--- src/sv/ssp_pkg.sv ---
// Shared types, constants and helper functions for the SOCKS5 handshake parser.
package ssp_pkg;

  // Input operation codes.
  localparam logic [1:0] OP_BYTE    = 2'd0;
  localparam logic [1:0] OP_OUTCOME = 2'd1;
  localparam logic [1:0] OP_RESTART = 2'd2;

  // Result kinds.
  localparam logic [1:0] K_REPLY = 2'd0;
  localparam logic [1:0] K_ADDR  = 2'd1;
  localparam logic [1:0] K_DONE  = 2'd2;
  localparam logic [1:0] K_ERR   = 2'd3;

  // Error codes.
  localparam logic [2:0] ERR_GREET_VER = 3'd0;
  localparam logic [2:0] ERR_REQ_VER   = 3'd1;
  localparam logic [2:0] ERR_COMMAND   = 3'd2;
  localparam logic [2:0] ERR_IPV6      = 3'd3;
  localparam logic [2:0] ERR_ATYP      = 3'd4;

  // Protocol bytes.
  localparam logic [7:0] SOCKS_VER    = 8'h05;
  localparam logic [7:0] METHOD_NONE  = 8'h00;
  localparam logic [7:0] CMD_CONNECT  = 8'h01;
  localparam logic [7:0] ATYP_IPV4    = 8'h01;
  localparam logic [7:0] ATYP_DOMAIN  = 8'h03;
  localparam logic [7:0] ATYP_IPV6    = 8'h04;
  localparam logic [7:0] REP_OK       = 8'h00;
  localparam logic [7:0] REP_FAIL     = 8'h01;
  localparam logic [7:0] REP_ATYP     = 8'h05;
  localparam logic [7:0] REP_CMD      = 8'h07;
  localparam logic [7:0] IPV4_LEN     = 8'd4;

  // Command queue between the parser and the result sequencer.
  localparam int QDEPTH = 4;
  localparam int QPTR_W = $clog2(QDEPTH);
  localparam int QCNT_W = $clog2(QDEPTH + 1);

  localparam int BEAT_W = 4;
  localparam logic [BEAT_W-1:0] REPLY_LEN = BEAT_W'(10);

  typedef enum logic [3:0] {
    PH_GVER, PH_GNMETH, PH_METHODS, PH_RVER, PH_RCMD, PH_RRSV, PH_RATYP,
    PH_IPV4, PH_DLEN, PH_DOMAIN, PH_PORTHI, PH_PORTLO, PH_WAIT, PH_HALT
  } phase_t;

  typedef enum logic [2:0] {
    CMD_REPLY2, CMD_REPLY10, CMD_REPLY10_ERR, CMD_ADDR, CMD_DONE, CMD_ERR
  } cmd_op_t;

  typedef struct packed {
    cmd_op_t     op;
    logic [7:0]  data;
    logic [15:0] port;
    logic        ak;
    logic [7:0]  hl;
    logic [2:0]  err;
  } cmd_t;

  function automatic logic [BEAT_W-1:0] cmd_beats(input cmd_op_t op);
    logic [BEAT_W-1:0] n;
    case (op)
      CMD_REPLY2:      n = BEAT_W'(2);
      CMD_REPLY10:     n = REPLY_LEN;
      CMD_REPLY10_ERR: n = REPLY_LEN + BEAT_W'(1);
      default:         n = BEAT_W'(1);
    endcase
    return n;
  endfunction

  // Ten-byte reply: 05 REP 00 01 00 00 00 00 00 00.
  function automatic logic [7:0] reply_byte(input logic [BEAT_W-1:0] idx,
                                            input logic [7:0] rep);
    logic [7:0] b;
    case (idx)
      BEAT_W'(0): b = SOCKS_VER;
      BEAT_W'(1): b = rep;
      BEAT_W'(3): b = ATYP_IPV4;
      default:    b = 8'h00;
    endcase
    return b;
  endfunction

endpackage

--- src/sv/socks5_handshake_parser.sv ---
// Top level of the SOCKS5 CONNECT handshake parser.
// An accepted item's command is queued, then its first result is registered for output.
// Throughput: one item per cycle in, one result per cycle out; the parser stalls only
// when the four-entry command queue fills, behind a ten- or eleven-item reply burst or
// a receiver that holds off.
// Reset: synchronous rst empties the queue and output stage and returns the parser
// to expecting the greeting version.
module socks5_handshake_parser import ssp_pkg::*; (
  input  logic        clk,
  input  logic        rst,
  input  logic        push,
  output logic        full,
  input  logic [1:0]  op,
  input  logic [7:0]  client_byte,
  input  logic        connect_ok,
  output logic        empty,
  input  logic        pop,
  output logic [1:0]  kind,
  output logic [7:0]  data_byte,
  output logic [15:0] dest_port,
  output logic        addr_kind,
  output logic [7:0]  host_length,
  output logic [2:0]  error_code,
  output logic        last
);

  logic cmd_valid, q_empty, q_pop;
  cmd_t cmd, head;

  ssp_front u_front (
    .clk         (clk),
    .rst         (rst),
    .accept      (push && !full),
    .op          (op),
    .client_byte (client_byte),
    .connect_ok  (connect_ok),
    .cmd_valid   (cmd_valid),
    .cmd         (cmd)
  );

  ssp_queue u_queue (
    .clk     (clk),
    .rst     (rst),
    .wr_en   (cmd_valid),
    .wr_cmd  (cmd),
    .rd_en   (q_pop),
    .rd_cmd  (head),
    .q_empty (q_empty),
    .q_full  (full)
  );

  ssp_back u_back (
    .clk         (clk),
    .rst         (rst),
    .q_empty     (q_empty),
    .head        (head),
    .q_pop       (q_pop),
    .empty       (empty),
    .pop         (pop),
    .kind        (kind),
    .data_byte   (data_byte),
    .dest_port   (dest_port),
    .addr_kind   (addr_kind),
    .host_length (host_length),
    .error_code  (error_code),
    .last        (last)
  );

endmodule

--- src/sv/ssp_front.sv ---
// Handshake parser: consumes one item per cycle unless the queue is full, and issues commands to the queue.
module ssp_front import ssp_pkg::*; (
  input  logic       clk,
  input  logic       rst,
  input  logic       accept,
  input  logic [1:0] op,
  input  logic [7:0] client_byte,
  input  logic       connect_ok,
  output logic       cmd_valid,
  output cmd_t       cmd
);

  phase_t      phase, phase_next;
  logic [7:0]  bytes_left, bytes_left_next;
  logic        address_kind, address_kind_next;
  logic [7:0]  port_high, port_high_next;
  logic [7:0]  address_length, address_length_next;
  logic [1:0]  req_flags, req_flags_next;
  logic [7:0]  bytes_dec;

  assign bytes_dec = bytes_left - 8'd1;

  always_ff @(posedge clk) begin
    if (rst) begin
      phase          <= PH_GVER;
      bytes_left     <= '0;
      address_kind   <= 1'b0;
      port_high      <= '0;
      address_length <= '0;
      req_flags      <= '0;
    end else begin
      phase          <= phase_next;
      bytes_left     <= bytes_left_next;
      address_kind   <= address_kind_next;
      port_high      <= port_high_next;
      address_length <= address_length_next;
      req_flags      <= req_flags_next;
    end
  end

  always_comb begin
    phase_next          = phase;
    bytes_left_next     = bytes_left;
    address_kind_next   = address_kind;
    port_high_next      = port_high;
    address_length_next = address_length;
    req_flags_next      = req_flags;
    if (accept) begin
      if (op == OP_BYTE) begin
        case (phase)
          PH_GVER: begin
            req_flags_next = {1'b0, client_byte != SOCKS_VER};
            phase_next     = PH_GNMETH;
          end
          PH_GNMETH: begin
            if (req_flags[0]) begin
              phase_next = PH_HALT;
            end else if (client_byte == METHOD_NONE) begin
              phase_next = PH_RVER;
            end else begin
              bytes_left_next = client_byte;
              phase_next      = PH_METHODS;
            end
          end
          PH_METHODS: begin
            bytes_left_next = bytes_dec;
            if (bytes_dec == 8'd0) begin
              phase_next = PH_RVER;
            end
          end
          PH_RVER: begin
            req_flags_next = {1'b0, client_byte != SOCKS_VER};
            phase_next     = PH_RCMD;
          end
          PH_RCMD: begin
            req_flags_next = {req_flags[1] | (client_byte != CMD_CONNECT), req_flags[0]};
            phase_next     = PH_RRSV;
          end
          PH_RRSV: begin
            phase_next = PH_RATYP;
          end
          PH_RATYP: begin
            if (req_flags != 2'b00) begin
              phase_next = PH_HALT;
            end else if (client_byte == ATYP_IPV4) begin
              address_kind_next   = 1'b0;
              address_length_next = IPV4_LEN;
              bytes_left_next     = IPV4_LEN;
              phase_next          = PH_IPV4;
            end else if (client_byte == ATYP_DOMAIN) begin
              address_kind_next = 1'b1;
              phase_next        = PH_DLEN;
            end else begin
              phase_next = PH_HALT;
            end
          end
          PH_IPV4, PH_DOMAIN: begin
            bytes_left_next = bytes_dec;
            if (bytes_dec == 8'd0) begin
              phase_next = PH_PORTHI;
            end
          end
          PH_DLEN: begin
            address_length_next = client_byte;
            bytes_left_next     = client_byte;
            phase_next          = (client_byte == 8'd0) ? PH_PORTHI : PH_DOMAIN;
          end
          PH_PORTHI: begin
            port_high_next = client_byte;
            phase_next     = PH_PORTLO;
          end
          PH_PORTLO: begin
            phase_next = PH_WAIT;
          end
          default: begin
          end
        endcase
      end else if (op == OP_OUTCOME) begin
        if (phase == PH_WAIT) begin
          phase_next = PH_HALT;
        end
      end else if (op == OP_RESTART) begin
        phase_next          = PH_GVER;
        bytes_left_next     = '0;
        address_kind_next   = 1'b0;
        port_high_next      = '0;
        address_length_next = '0;
        req_flags_next      = '0;
      end
    end
  end

  always_comb begin
    cmd_valid = 1'b0;
    cmd       = '{op: CMD_ERR, data: '0, port: '0, ak: 1'b0, hl: '0, err: '0};
    if (accept) begin
      if (op == OP_BYTE) begin
        case (phase)
          PH_GNMETH: begin
            cmd_valid = 1'b1;
            if (req_flags[0]) begin
              cmd.op  = CMD_ERR;
              cmd.err = ERR_GREET_VER;
            end else begin
              cmd_valid = (client_byte == METHOD_NONE);
              cmd.op    = CMD_REPLY2;
            end
          end
          PH_METHODS: begin
            cmd_valid = (bytes_dec == 8'd0);
            cmd.op    = CMD_REPLY2;
          end
          PH_RATYP: begin
            cmd_valid = 1'b1;
            if (req_flags[0]) begin
              cmd.op  = CMD_ERR;
              cmd.err = ERR_REQ_VER;
            end else if (req_flags[1]) begin
              cmd.op   = CMD_REPLY10_ERR;
              cmd.data = REP_CMD;
              cmd.err  = ERR_COMMAND;
            end else if (client_byte == ATYP_IPV4 || client_byte == ATYP_DOMAIN) begin
              cmd_valid = 1'b0;
            end else if (client_byte == ATYP_IPV6) begin
              cmd.op   = CMD_REPLY10_ERR;
              cmd.data = REP_ATYP;
              cmd.err  = ERR_IPV6;
            end else begin
              cmd.op  = CMD_ERR;
              cmd.err = ERR_ATYP;
            end
          end
          PH_IPV4, PH_DOMAIN: begin
            cmd_valid = 1'b1;
            cmd.op    = CMD_ADDR;
            cmd.data  = client_byte;
            cmd.ak    = address_kind;
          end
          PH_PORTLO: begin
            cmd_valid = 1'b1;
            cmd.op    = CMD_DONE;
            cmd.port  = {port_high, client_byte};
            cmd.ak    = address_kind;
            cmd.hl    = address_length;
          end
          default: begin
          end
        endcase
      end else if (op == OP_OUTCOME && phase == PH_WAIT) begin
        cmd_valid = 1'b1;
        cmd.op    = CMD_REPLY10;
        cmd.data  = connect_ok ? REP_OK : REP_FAIL;
      end
    end
  end

endmodule

--- src/sv/ssp_queue.sv ---
// Short command queue that decouples the parser from the result sequencer.
module ssp_queue import ssp_pkg::*; (
  input  logic clk,
  input  logic rst,
  input  logic wr_en,
  input  cmd_t wr_cmd,
  input  logic rd_en,
  output cmd_t rd_cmd,
  output logic q_empty,
  output logic q_full
);

  cmd_t              slots [QDEPTH];
  logic [QPTR_W-1:0] wr_ptr, rd_ptr;
  logic [QCNT_W-1:0] count;

  assign q_empty = (count == '0);
  assign q_full  = (count == QCNT_W'(QDEPTH));
  assign rd_cmd  = slots[rd_ptr];

  always_ff @(posedge clk) begin
    if (wr_en) begin
      slots[wr_ptr] <= wr_cmd;
    end
  end

  always_ff @(posedge clk) begin
    if (rst) begin
      wr_ptr <= '0;
      rd_ptr <= '0;
      count  <= '0;
    end else begin
      if (wr_en) begin
        wr_ptr <= wr_ptr + QPTR_W'(1);
      end
      if (rd_en) begin
        rd_ptr <= rd_ptr + QPTR_W'(1);
      end
      if (wr_en && !rd_en) begin
        count <= count + QCNT_W'(1);
      end else if (rd_en && !wr_en) begin
        count <= count - QCNT_W'(1);
      end
    end
  end

endmodule

--- src/sv/ssp_back.sv ---
// Result sequencer: expands queued commands into result items behind an output register.
module ssp_back import ssp_pkg::*; (
  input  logic        clk,
  input  logic        rst,
  input  logic        q_empty,
  input  cmd_t        head,
  output logic        q_pop,
  output logic        empty,
  input  logic        pop,
  output logic [1:0]  kind,
  output logic [7:0]  data_byte,
  output logic [15:0] dest_port,
  output logic        addr_kind,
  output logic [7:0]  host_length,
  output logic [2:0]  error_code,
  output logic        last
);

  logic              out_valid, out_valid_next;
  logic [BEAT_W-1:0] beat, beat_next;
  logic              adv, last_beat, taken;
  logic [1:0]        r_kind;
  logic [7:0]        r_data;
  logic [15:0]       r_port;
  logic              r_ak;
  logic [7:0]        r_hl;
  logic [2:0]        r_err;

  assign taken     = pop && out_valid;
  assign adv       = !q_empty && (!out_valid || taken);
  assign last_beat = (beat == cmd_beats(head.op) - BEAT_W'(1));
  assign q_pop     = adv && last_beat;
  assign empty     = !out_valid;

  always_comb begin
    beat_next      = adv ? (last_beat ? '0 : beat + BEAT_W'(1)) : beat;
    out_valid_next = adv ? 1'b1 : (taken ? 1'b0 : out_valid);
  end

  always_comb begin
    r_kind = K_REPLY;
    r_data = '0;
    r_port = '0;
    r_ak   = 1'b0;
    r_hl   = '0;
    r_err  = '0;
    case (head.op)
      CMD_REPLY2: begin
        r_data = (beat == '0) ? SOCKS_VER : METHOD_NONE;
      end
      CMD_REPLY10: begin
        r_data = reply_byte(beat, head.data);
      end
      CMD_REPLY10_ERR: begin
        if (beat == REPLY_LEN) begin
          r_kind = K_ERR;
          r_err  = head.err;
        end else begin
          r_data = reply_byte(beat, head.data);
        end
      end
      CMD_ADDR: begin
        r_kind = K_ADDR;
        r_data = head.data;
        r_ak   = head.ak;
      end
      CMD_DONE: begin
        r_kind = K_DONE;
        r_port = head.port;
        r_ak   = head.ak;
        r_hl   = head.hl;
      end
      default: begin
        r_kind = K_ERR;
        r_err  = head.err;
      end
    endcase
  end

  always_ff @(posedge clk) begin
    if (rst) begin
      out_valid <= 1'b0;
      beat      <= '0;
    end else begin
      out_valid <= out_valid_next;
      beat      <= beat_next;
    end
  end

  always_ff @(posedge clk) begin
    if (adv) begin
      kind        <= r_kind;
      data_byte   <= r_data;
      dest_port   <= r_port;
      addr_kind   <= r_ak;
      host_length <= r_hl;
      error_code  <= r_err;
      last        <= last_beat;
    end
  end

endmodule

--- config.mk ---
export PLATFORM = sky130hd
export DESIGN_NAME = socks5_handshake_parser
export DESIGN_NICKNAME = d
export VERILOG_FILES = /design/src/sv/ssp_pkg.sv /design/src/sv/socks5_handshake_parser.sv /design/src/sv/ssp_front.sv /design/src/sv/ssp_queue.sv /design/src/sv/ssp_back.sv
export SDC_FILE = /design/constraint.sdc
export NUM_CORES = 1
export LEC_CHECK = 0
export ABC_CLOCK_PERIOD_IN_PS = 6100
export BUFFER_PORTS_ARGS = -buffer_cell sky130_fd_sc_hd__buf_2
export CAP_MARGIN = 20
export CORE_ASPECT_RATIO = 0.75
export CORE_UTILIZATION = 39
export CTS_CLUSTER_DIAMETER = 50
export DETAILED_ROUTE_END_ITERATION = 6
export PLACE_DENSITY = 0.6
export SETUP_SLACK_MARGIN = 0.3
export SLEW_MARGIN = 10
export SYNTH_ARGS = -nofsm -noshare
export SYNTH_HDL_FRONTEND = slang
export SYNTH_HIERARCHICAL = 1
export SYNTH_SLANG_ARGS = --single-unit
--- constraint.sdc ---
create_clock -name clk -period 6.1 [get_ports clk]
set_input_delay 0.915 -clock clk [delete_from_list [all_inputs] [get_ports clk]]
set_output_delay 0.915 -clock clk [all_outputs]
set_load 0.03 [all_outputs]
Word level (Yosys, flattened, before mapping) --
Memories as Yosys holds them, arrays and structs flattened. A register that Yosys moved wholly into a read port is not among the register bits. Cells that the tools add are included.
Cells by class: bitwise logic cells 1, muxes and demuxes 84, eq/ne operators 46, reduce and logical (&&, ||, !) cells 40, add/subtract/negate cells 7
Operators with widths (number):
- two-way mux 8 bit | 13
- case mux 8 bit (4 select lines) | 2
- two-way mux 11 bit | 4
- case mux 4 bit (11 select lines) | 1
- two-way mux 3 bit | 14
- two-way mux 4 bit | 10
- two-way mux 39 bit | 1
- case mux 8 bit (2 select lines) | 2
- two-way mux 28 bit | 1
- equality test 4 bit (second input constant) | 6
- case mux 8 bit (3 select lines) | 1
- two-way mux 1 bit | 21
- inequality test 3 bit (second input constant) | 6
- AND reduction 6 bit | 3
- equality test 4 x 3 -> 1 bit (second input constant) | 4
- zero test 8 bit | 2
- two-way mux 16 bit | 1
- case mux 3 bit (5 select lines) | 1
- two-way mux 2 bit | 7
- equality test 4 x 2 -> 1 bit (second input constant) | 3
- inequality test 12 bit (second input constant) | 1
- inequality test 2 bit (second input constant) | 6
- case mux 4 bit (3 select lines) | 1
- inequality test 3 x 2 -> 1 bit (second input constant) | 3
- other kinds (39) | 64
Storage, ports and cells: flip-flop bits (word level) 82, logic and storage cells 198, output and inout port bits 41, bits of input ports 15, memories 1, bits in writable memories 156
Memory list:
- u_queue.slots | words 4, width 39, read ports 1, clocked after memory_dff 1, write ports 1, RTL line ssp_queue.sv:13 | cmd_t slots [QDEPTH];

Depth between registers and ports, before layout --
depth in word-level cells 12, depth in mapped cells 14, mapped depth without buffers 13

Modules after synthesis --
The synthesis kept the hierarchy.
By module, submodules not included:
- ssp_queue | area an instance 6047.0 µm², seq. area each 4864.7 µm², cells each 247, instances 1
- ssp_front | area an instance 2617.5 µm², seq. area each 620.6 µm², cells each 356, instances 1
- ssp_back | area an instance 1891.8 µm², seq. area each 1271.2 µm², cells each 139, instances 1
- socks5_handshake_parser | area an instance 13.8 µm², seq. area each 0.0 µm², cells each 1, instances 1

Worst setup path after synthesis --
OpenSTA, ideal clock, no wires.
path type in2reg, start in pop, end reg u_queue.count[2], stages on the path 11, slack 2.340 ns, data required time 6.030 ns, data arrival time 3.690 ns, library setup time 0.070 ns, path through nand2b_1 -> nand2b_1 -> clkinv_1 -> and2_1 -> inv_1 -> ha_1 -> inv_1 -> fa_1 -> xor2_1 -> or3_1 -> a21oi_1
On the way: cells in the longest elaborated chain, start to end 7, elaborated cells on any way between the ends 9, those cells by class mux: 1; reduce/logical: 8
Ends and longest elaborated chain:
- from (decl) | RTL line socks5_handshake_parser.sv:17 | input logic pop,
- logical AND 1 bit (*) | RTL line ssp_back.sv:29 | assign taken = pop && out_valid;
- logical OR 1 bit (*) | RTL line ssp_back.sv:30 | assign adv = !q_empty && (!out_valid || taken);
- logical AND 1 bit (*) | RTL line ssp_back.sv:30
- net u_back.adv | RTL line ssp_back.sv:21 | logic adv, last_beat, taken;
- logical AND 1 bit (*) | RTL line ssp_back.sv:32 | assign q_pop = adv && last_beat;
- net q_pop | RTL line socks5_handshake_parser.sv:27 | logic cmd_valid, q_empty, q_pop;
- zero test 1 bit | RTL line ssp_queue.sv:39 | if (wr_en && !rd_en) begin
- logical AND 1 bit | RTL line ssp_queue.sv:39
- two-way mux 3 bit or nonzero test 2 bit (tied branches)
- to (signal assigned) | RTL line ssp_queue.sv:40 | count <= count + QCNT_W'(1);
- to (signal assigned) | RTL line ssp_queue.sv:42 | count <= count - QCNT_W'(1);
- to (decl) | RTL line ssp_queue.sv:15 | logic [QCNT_W-1:0] count;
Mark *: on every way through the listed nets, which the timed path passes. The rest lies on a longest branch. A chain may end at the register's enable or synchronous reset.

Worst setup path after layout --
start reg u_front.bytes_left[0], end mem u_queue/slots[0][24] (netlist name), enable pin
On the way: cells in the longest elaborated chain, start to end 7
Ends and longest elaborated chain:
- from (decl) | RTL line ssp_front.sv:14 | logic [7:0] bytes_left, bytes_left_next;
- from (signal assigned) | RTL line ssp_front.sv:33 | bytes_left <= bytes_left_next;
- subtractor 8 x 1 -> 8 bit | RTL line ssp_front.sv:21 | assign bytes_dec = bytes_left - 8'd1;
- zero test 8 bit | RTL line ssp_front.sv:150 | cmd_valid = (bytes_dec == 8'd0);
- case mux 1 bit (4 select lines) | RTL line ssp_front.sv:138 | case (phase)
- two-way mux 1 bit | RTL line ssp_front.sv:137 | if (op == OP_BYTE) begin
- two-way mux 1 bit | RTL line ssp_front.sv:136 | if (accept) begin
- net cmd_valid | RTL line socks5_handshake_parser.sv:27
- two-way mux 1 bit | RTL line ssp_queue.sv:22 | if (wr_en) begin
- two-way mux 1 bit (implied by the code) | RTL line ssp_queue.sv:23 | slots[wr_ptr] <= wr_cmd;
- to (decl) | RTL line ssp_queue.sv:13
The timed path passes the listed nets, and every way through them passes these cells.

==> impl_metrics.env <==
export IMPL_startpoint_type="register"
export IMPL_die_area_sq_mm=0.0278
export IMPL_rows=51
export IMPL_critPathKind="reg2reg"
export IMPL_wire_per_inst_um=20.0
export IMPL_port_buffers=55
export IMPL_grt_max_degree=46
export IMPL_diodes=0
export IMPL_highest_layer="met4"
export IMPL_synth_fp_nets=770
export IMPL_cts_max_level=1
export IMPL_clockRootBuffer="clkbuf_16"
export IMPL_synth_edf_count=195
export IMPL_wl_met2_um=9770
export IMPL_ioPinCount=56
export IMPL_switching_power_uw=1370
export IMPL_synthFlopType="edfxtp_1"
export IMPL_stdcell_area_sq_mm=0.0120
export IMPL_setup_viol=0
export IMPL_max_freq_mhz=259
export IMPL_grt_pass1_wl_um=35900
export IMPL_swShare_pct=30.4
export IMPL_slew_headroom_pct=26.5
export IMPL_overflow=0
export IMPL_cp_end_kind="register"
export IMPL_numCtsBuffers=25
export IMPL_antenna_left=0
export IMPL_place_inst=1111
export IMPL_nets=824
export IMPL_clock_latency_ns=0.54
export IMPL_critPathTopFamily="simple AND/OR/NAND/NOR gates"
export IMPL_first_pass_iters=5
export IMPL_cts_resized=0
export IMPL_utilization_pct=45.6
export IMPL_dp_slack_ns=2.19
export IMPL_start_util_pct=40.2
export IMPL_layout_drive_gt1_share_pct=22.4
export IMPL_cp_cell_sequence="inv_1 > ha_1 > xor2_1 > nor4b_1 > o2111ai_2 > or3_1 > a31oi_1 > and2_2 > buf_4"
export IMPL_drt_iter0_drc=647
export IMPL_area_growth_pct=13.4
export IMPL_synth_top_area_share_pct=55.4
export IMPL_ys_seq_area_share_pct=63.9
export IMPL_ys_top_cells_by_count="edfxtp_1, nor2_1, nand2_1"
export IMPL_final_setup_tns_ns=0
export IMPL_power_density_mw_per_mm2=377
export IMPL_crit_required_ns=6.33
export IMPL_place_area_sq_mm=0.0111
export IMPL_netlist_instances=743
export IMPL_grt_pass1_vias=6086
export IMPL_postCtsSetupRepairBufs=0
export IMPL_min_path_type="reg2reg"
export IMPL_worstMarginPinSlew_ns=1.10
export IMPL_tritoncts="done"
export IMPL_finalClockSkew_ns=0.0119
export IMPL_fin_crit_ns=3.86
export IMPL_crit_arrival_ns=4.08
export IMPL_dr_total_vias=6410
export IMPL_cts_clk_slew_worst_paths_ns=0.06
export IMPL_async_flop_share_pct=0
export IMPL_post_synth_num_cell_types=83
export IMPL_p_comb_share_pct=21.6
export IMPL_die_width_um=192
export IMPL_internal_power_uw=3140
export IMPL_p_leak_uw=0.00414
export IMPL_period_share_pct=63.2
export IMPL_grt_usage_pct=17.0
export IMPL_yosysMostFrequentCell="edfxtp_1"
export IMPL_antenna_found_initial=0
export IMPL_finalWorstSetupSlack_ns=2.24
export IMPL_clk_path_buf_depth=3
export IMPL_drc_errors=0
export IMPL_ys_warn_count=6
export IMPL_power_share_clock_pct=33.1
export IMPL_crit_slowest_cell="and2_2"
export IMPL_die_height_um=145
export IMPL_rsz0062_at_grt="false"
export IMPL_synth_area_sq_mm=0.0106
export IMPL_hold_viol_final=0
export IMPL_yosys_register_bits=240
export IMPL_slowest_delay_ns=0.75
export IMPL_syn_mean_instance_area_sq_um=14.2
export IMPL_p_seq_share_pct=45.4
export IMPL_synthTopCellsByArea="edfxtp_1, dfxtp_1, mux4_2, and2_1, nor2_1"
export IMPL_synth_top_cell_by_area="edfxtp_1"
export IMPL_dp_hpwl_um=15200
export IMPL_layout_cells_non_filler=1160
export IMPL_cap_viol_max_count=0
export IMPL_hold_buffers=0
export IMPL_maxSlewViolCount=0
export IMPL_coreArea_sq_mm=0.0263
export IMPL_cts_sinks=240
export IMPL_drt_wl_total_um=23200
export IMPL_viasPerCell=5.53
export IMPL_gp_congestion=0.886
export IMPL_crit_path_max_fanout=25
export IMPL_path_buf_inv=2
export IMPL_met3_length_um=1540
export IMPL_ir_worst_vdd_v=0.000246
export IMPL_wl_met1_um=11400
export IMPL_status="finished clean"
[through the flow]
step                total power, uW  hold slack (ns)
floorplan                      2810            0.427
global placement               3060            0.437
detailed placement             3070            0.441
CTS                            4570            0.451
global route                   4720            0.469
finish                         4510            0.449
[path summary, 6_finish.rpt]
check,slack (ns),start,cells after the start,end
min,0.45,u_front/port_high[6],2,u_front/port_high[6]
max,2.24,u_front/bytes_left[0],9,u_queue/slots[0][24]
min reg2reg,0.45,u_front/port_high[6],2,u_front/port_high[6]
max reg2reg,2.24,u_front/bytes_left[0],9,u_queue/slots[0][24]
[power by group through the flow]
stage               clock [uW]  combinational [uW]  sequential [uW]
detailed placement           0                 984             2090
global placement             0                 979             2080
finish                    1490                 973             2050
global route              1600                1060             2070
floorplan                    0                 520             2290
CTS                       1530                 987             2050
[state kept, by name (all words and copies together) (netlist names), named ones only]
signal,cells
u_queue/slots,156
u_front/phase,4
u_back/dest_port,16
u_front/port_high,8
u_back/host_length,8
u_back/addr_kind,1
u_front/address_kind,1
u_queue/wr_ptr,2
u_front/req_flags,2
u_back/last,1
u_front/address_length,8
u_front/bytes_left,8
u_queue/rd_ptr,2
u_back/error_code,3
u_back/kind,2
u_back/data_byte,8
u_back/beat,4
u_queue/count,3
u_back/out_valid,1
[layer usage]
metal  GRT usage, %  up-vias
li1               -     2955
met1           26.6     3203
met2           24.7      222
met3           2.72       30
met4           3.85        0
met5              0        -
[cell families after synthesis]
kind of cell | share of synthesized area [%]
buf+inv | 3.03
compound gates | 8.04
xor+xnor | 0.663
simple gates | 13.5
fa+ha+maj | 1.49
flops | 63.9
mux | 9.40
[placed cells by master (no fill, tap or decap), types with 8 or more instances in the layout]
| master | Yosys | layout |
|---|---|---|
| edfxtp_1 | 195 | 195 |
| or2_2 | 8 | 8 |
| inv_1 | 20 | 20 |
| nor2_1 | 50 | 50 |
| buf_4 | 4 | 13 |
| a21oi_1 | 37 | 37 |
| buf_2 | 10 | 55 |
| nand4_1 | 10 | 10 |
| mux2i_1 | 10 | 10 |
| mux4_2 | 39 | 39 |
| nand2_1 | 49 | 49 |
| o21ai_0 | 16 | 16 |
| dfxtp_1 | 45 | 43 |
| and3_1 | 25 | 25 |
| clkbuf_16 | 0 | 25 |
| and2_1 | 34 | 30 |
| nand2b_1 | 13 | 13 |
| ha_1 | 11 | 11 |
| nor3_1 | 11 | 11 |
[tightest hold or removal path: cells and delay by family, from the launching register on]
family	cells	cell delay, ns
DFF	1	0.30
and+or+nand+nor	1	0.05
AOI/OAI and AO/OA	1	0.05
[layout make-up]
class	instances	area, sq um
multi-input cells	438	3500
well taps	344	430
clock inverters	14	133
fillers	2330	14300
flip-flops and latches	240	6760
clock buffers	32	682
repair buffers	69	393
inverters	23	86.3
(Power assumes the default switching activity.)
